--- config.mk ---
export PLATFORM = sky130hd
export DESIGN_NAME = pst_ctrl
export DESIGN_NICKNAME = d
export VERILOG_FILES = /design/src/design/pst_pkg.sv /design/src/design/pst_ctrl.sv
export SDC_FILE = /design/constraint.sdc
export NUM_CORES = 1
export LEC_CHECK = 0
export BUFFER_PORTS_ARGS = -buffer_cell sky130_fd_sc_hd__buf_2
export CAP_MARGIN = 30
export CORE_AREA = 2 2 39 41
export DETAILED_ROUTE_END_ITERATION = 6
export DIE_AREA = 0 0 41 43
export SLEW_MARGIN = 20
export SYNTH_ARGS = -nofsm -noshare
export SYNTH_HDL_FRONTEND = slang
export SYNTH_SLANG_ARGS = --single-unit
--- constraint.sdc ---
create_clock -name clk -period 1.2 [get_ports clk]
set_input_delay 0.06 -clock clk [delete_from_list [all_inputs] [get_ports clk]]
set_output_delay 0.06 -clock clk [all_outputs]
set_load 0.02 [all_outputs]
--- src/design/pst_pkg.sv ---
package pst_pkg;

    localparam int CFG_IDX_W = 3;

    localparam logic [1:0] OP_PACKET = 2'd0;
    localparam logic [1:0] OP_ALLOW  = 2'd1;
    localparam logic [1:0] OP_DENY   = 2'd2;
    // spare code: accepted with an all-clear result and no store change
    localparam logic [1:0] OP_NONE   = 2'd3;

    localparam logic [CFG_IDX_W-1:0] REG_SCAN_THRESHOLD = 3'd0;
    localparam logic [CFG_IDX_W-1:0] REG_AGE_WINDOW     = 3'd1;
    localparam logic [CFG_IDX_W-1:0] REG_LARGE_LENGTH   = 3'd2;
    localparam logic [CFG_IDX_W-1:0] REG_WATCHED_PORT_A = 3'd3;
    localparam logic [CFG_IDX_W-1:0] REG_WATCHED_PORT_B = 3'd4;

    localparam logic [15:0] RST_SCAN_THRESHOLD = 16'd10;
    localparam logic [15:0] RST_AGE_WINDOW     = 16'd10;
    localparam logic [15:0] RST_LARGE_LENGTH   = 16'd1500;
    localparam logic [15:0] RST_WATCHED_PORT_A = 16'd22;
    localparam logic [15:0] RST_WATCHED_PORT_B = 16'd23;
    localparam logic [15:0] ATTEMPT_MAX        = 16'hFFFF;

    typedef struct packed {
        logic [1:0]  operation;
        logic [31:0] source_address;
        logic [15:0] packet_length;
        logic [15:0] destination_port;
        logic [31:0] now_seconds;
    } item_t;

    typedef struct packed {
        logic large_packet;
        logic watched_port;
        logic whitelisted;
        logic scan_alert;
        logic deny_alert;
        logic store_full;
    } res_t;

    typedef struct packed {
        logic load;
        logic scan;
        logic finish;
    } cmd_t;

    typedef struct packed {
        logic scan_done;
        logic out_free;
    } stat_t;

endpackage

--- src/design/pst_ctrl.sv ---
module pst_ctrl
(
    input  logic           clk,
    input  logic           rst_n,
    input  logic           in_valid,
    input  logic [1:0]     in_operation,
    output logic           in_ready,
    input  pst_pkg::stat_t stat,
    output pst_pkg::cmd_t  cmd
);

    localparam logic [1:0] S_IDLE = 2'd0;
    localparam logic [1:0] S_SCAN = 2'd1;
    localparam logic [1:0] S_FIN  = 2'd2;

    logic [1:0] state_reg;
    logic [1:0] state_next;

    assign in_ready = (state_reg == S_IDLE);

    always_comb
    begin
        state_next = state_reg;
        cmd        = '0;
        case (state_reg)
            S_IDLE:
            begin
                if (in_valid)
                begin
                    cmd.load   = 1'b1;
                    state_next = (in_operation == pst_pkg::OP_PACKET) ? S_SCAN : S_FIN;
                end
            end
            S_SCAN:
            begin
                cmd.scan = 1'b1;
                if (stat.scan_done)
                begin
                    state_next = S_FIN;
                end
            end
            S_FIN:
            begin
                if (stat.out_free)
                begin
                    cmd.finish = 1'b1;
                    state_next = S_IDLE;
                end
            end
            default:
            begin
                state_next = S_IDLE;
            end
        endcase
    end

    always_ff @(posedge clk or negedge rst_n)
    begin
        if (!rst_n)
        begin
            state_reg <= S_IDLE;
        end
        else
        begin
            state_reg <= state_next;
        end
    end

endmodule

Word-level counts from Yosys, hierarchy flattened
Cells that the tools add are included.

Reduce and logical (&&, ||, !) cells: 3. Eq/ne operators: 5. Mux-type cells: 10.

Operator list (count): $mux W2 (4); $ne A2 B2 Y1 const B (3); $pmux W2 S3 (1); $mux W1 (5); $logic_not A2 Y1 (2); $reduce_and A3 Y1 (1); $eq A2 B1 Y1 const B (1); $eq A2 B2 Y1 const B (1).

Word-level logic and storage cells: 19. Output and inout bits: 4. Register bits: 2.

Logic depth before layout (Yosys ltp)
Depth in word-level cells: 4. Mapped depth: 2.

Least setup slack after synthesis
Ideal clock, no wire load.

Kind: register -> register. From: register state_reg[0]. To: register state_reg[1]. Library setup time: 68 ps. Stages on the path, launching flop included: 3. Data arrival time: 1252 ps. Period minus slack after synthesis: 1320 ps. Slack: -120 ps. Cell sequence: dfrtp_1 > nor3b_1 > a221o_1.

Cells in the longest elaborated chain, start to end: 3. Elaborated cells on any way between the ends: 8.

RTL lines: from (decl) (RTL line pst_ctrl.sv:16) `logic [1:0] state_reg;`; from (signal assigned) (RTL line pst_ctrl.sv:65) `state_reg <= state_next;`; $eq A2 B1 Y1, or another cell as far along (RTL line pst_ctrl.sv:25) `case (state_reg)`; $ne A2 B2 Y1 (no line); $reduce_and A3 Y1 (no line).

Parallel ways exist; a longest one is shown, timed or not. A chain may end at the register's enable or synchronous reset.

==> metrics.txt <==
sequential power share=27.3%; pre-CTS setup slack=approximately 0.13 ns; Achievable Freq=approximately 900 MHz; Synth Register Bits=2; core area=1380 um2; status=completed; IO buf count=10; crit start category=register; CTS buffer count=3; Mapped Cells=13; Least-Margin Pin Slew=0.199 ns; Seq/Total Area, Yosys=between 40% and 50%; synth unique cells=10; Clk pwr share=40.6%; clk_skew=between 0.003 and 0.004 ns; Final Hold Vio Count=0; CP max FO=6; Placer Congestion=around 0.56; n_diodes=0; non-filler cells, final=44; min-delay src=stat[1]; vias per cell=3.61; IO Count=11; Total Wirelength=between 300 and 400 um; DRC viols=0; synthesized area per cell=~9.3 um2; share of cells above drive strength 1=between 50 and 60%; fin crit period=between 1 and 1.5 ns; switching part of the total power=between 30% and 40%; max reg flops=2; Final Instance Area=236 um2; largest net degree at the start of global routing=7; first-pass GRT wire length=around 480 um; DIE HEIGHT=43 um; Final Cycle Share=between 90% and 100%; Synth Cell Area=around 120 um2; dpl cell area=~200 um2; area delta synth->final=94.8%; Tot GR Track Use=just over 5%; clk_lat worst skew=0.22 ns; CTS clk-pin slew, worst paths=0.03 ns; Hold Crit Endpoint=state_reg[1]$_DFFE_PN0P_; die area=1760 um2; Critical R2R Launch=state_reg[0]$_DFFE_PN0P_; Critical Path RT=roughly 1.1 ns; R2R depth=2; final setup vio count=0; H-tree depth=1; Logic pwr share=around a third; CP Class=register to primary output; CP Capture Type=primary output; PnR worst setup slack=approximately 0.085 ns; # rows=14; max-cap violations=0; Design Power=about 370 uW; most common cell after layout, fill and taps aside=buf_2; vias in the first global route=roughly 140; Antenna Nets Post-Route=0; total number of vias=159; syn_nets=20; die width=slightly above 40 um; Crit Reg-Reg Endpoint=state_reg[0]$_DFFE_PN0P_; Slew HR=86.7%; GRT overflow=0; CTS max path bufs=2; Min-Delay Path Depth=2; P_int=246 uW; Initial DRC Count=3; clk sink count=2; Worst Path Arrival=around 1.1 ns; unrepaired setup endpoints after global routing=no; Setup TNS=0 ns; reg2reg setup slack=0.13 ns; root buffer cell=clkbuf_4; Synth warnings=0; Worst VDD drop=approximately 0.19 mV; LEAKAGE=about 0.00012 uW; Sw Pwr=122 uW; Routed WL per cell=8.02 um; Post-CTS Setup Bufs=0; Power per Cell Area=roughly 1600 nW/um2; Max Slew Vio Count=0; Nets=37; Post-Place Cells=40; most frequent cells in the layout=10 x buf_2, 3 x clkbuf_4, 2 x nor2_1, 2 x dfrtp_1; CTS tree=yes; hold crit path type=input pin to register; TritonRoute pass-1 iters=2; initial antenna violation count=0; Initial Utilization=8.77%
synth_stat cells (all sizes together):
cell   number  share of area [%]
a21oi       1                4.1
a221o       1                8.2
dfrtp       2                 41
nand2       1                3.1
nor2        2                6.2
nor2b       1                5.2
nor3b       2                 12
or2         1                5.2
or2b        1                6.2
or4b        1                8.2
metrics by stage:
stage          hold WS (ns)  utilization, %
2_1_floorplan        -0.236               -
6_report              0.103            17.1
4_1_cts              0.0971            17.1
3_5_place_dp         -0.155            14.7
5_1_grt               0.112            17.1
3_3_place_gp         -0.152            14.7
metal layers:
layer	up-vias	track usage (%)	part of all wire, %
met1	73	3.85	40
met4	0	12.0	7.6
met5	-	0	0
li1	77	-	-
met3	2	1.57	7.4
met2	7	5.63	45
power by group through the flow:
stage,Clock (uW),Sequential (uW),Combinational [uW]
after floorplan,0,97.6,71.4
after global placement,0,101,116
after global routing,164,102,131
after CTS,158,101,120
final,149,100,118
after detailed placement,0,101,116
cells by family (layout without fill, tap and decap cells):
kind of cell	Yosys count	after routing	synth area share, %
AO/OA/AOI/OAI	2	2	12.4
buffers and inverters	0	15	0
flip-flops	2	2	41.2
AND/OR/NAND/NOR	9	9	46.4
critical path: stages (launching register included):
cell	delay, ns
dfrtp_1	0.43
nor3b_2	0.21
buf_2	0.19
layout make-up:
cell class                      count  area [um2]
Fill cell                         155        1150
Multi-Input combinational cell     11        76.3
Timing Repair Buffer               12        67.6
Sequential cell                     2        50.0
Clock buffer                        3        22.5
Tap cell                           16        20.0
timing repair:
item | in CTS | in global routing
hold buffers | 1 | 0
resized for setup | 0 | 0
hold endpoints to repair | 2 | 0
worst max path at each step:
stage                                         from                       end  cells past startpoint
final                     state_reg[1]$_DFFE_PN0P_                    cmd[2]                      2
after CTS                 state_reg[1]$_DFFE_PN0P_                    cmd[2]                      2
after detailed placement  state_reg[0]$_DFFE_PN0P_  state_reg[0]$_DFFE_PN0P_                      2
after global routing      state_reg[0]$_DFFE_PN0P_                    cmd[0]                      3
after global placement    state_reg[0]$_DFFE_PN0P_  state_reg[0]$_DFFE_PN0P_                      2
after floorplan           state_reg[0]$_DFFE_PN0P_  state_reg[1]$_DFFE_PN0P_                      2
Note: power is estimated with default switching activity, not from simulation.
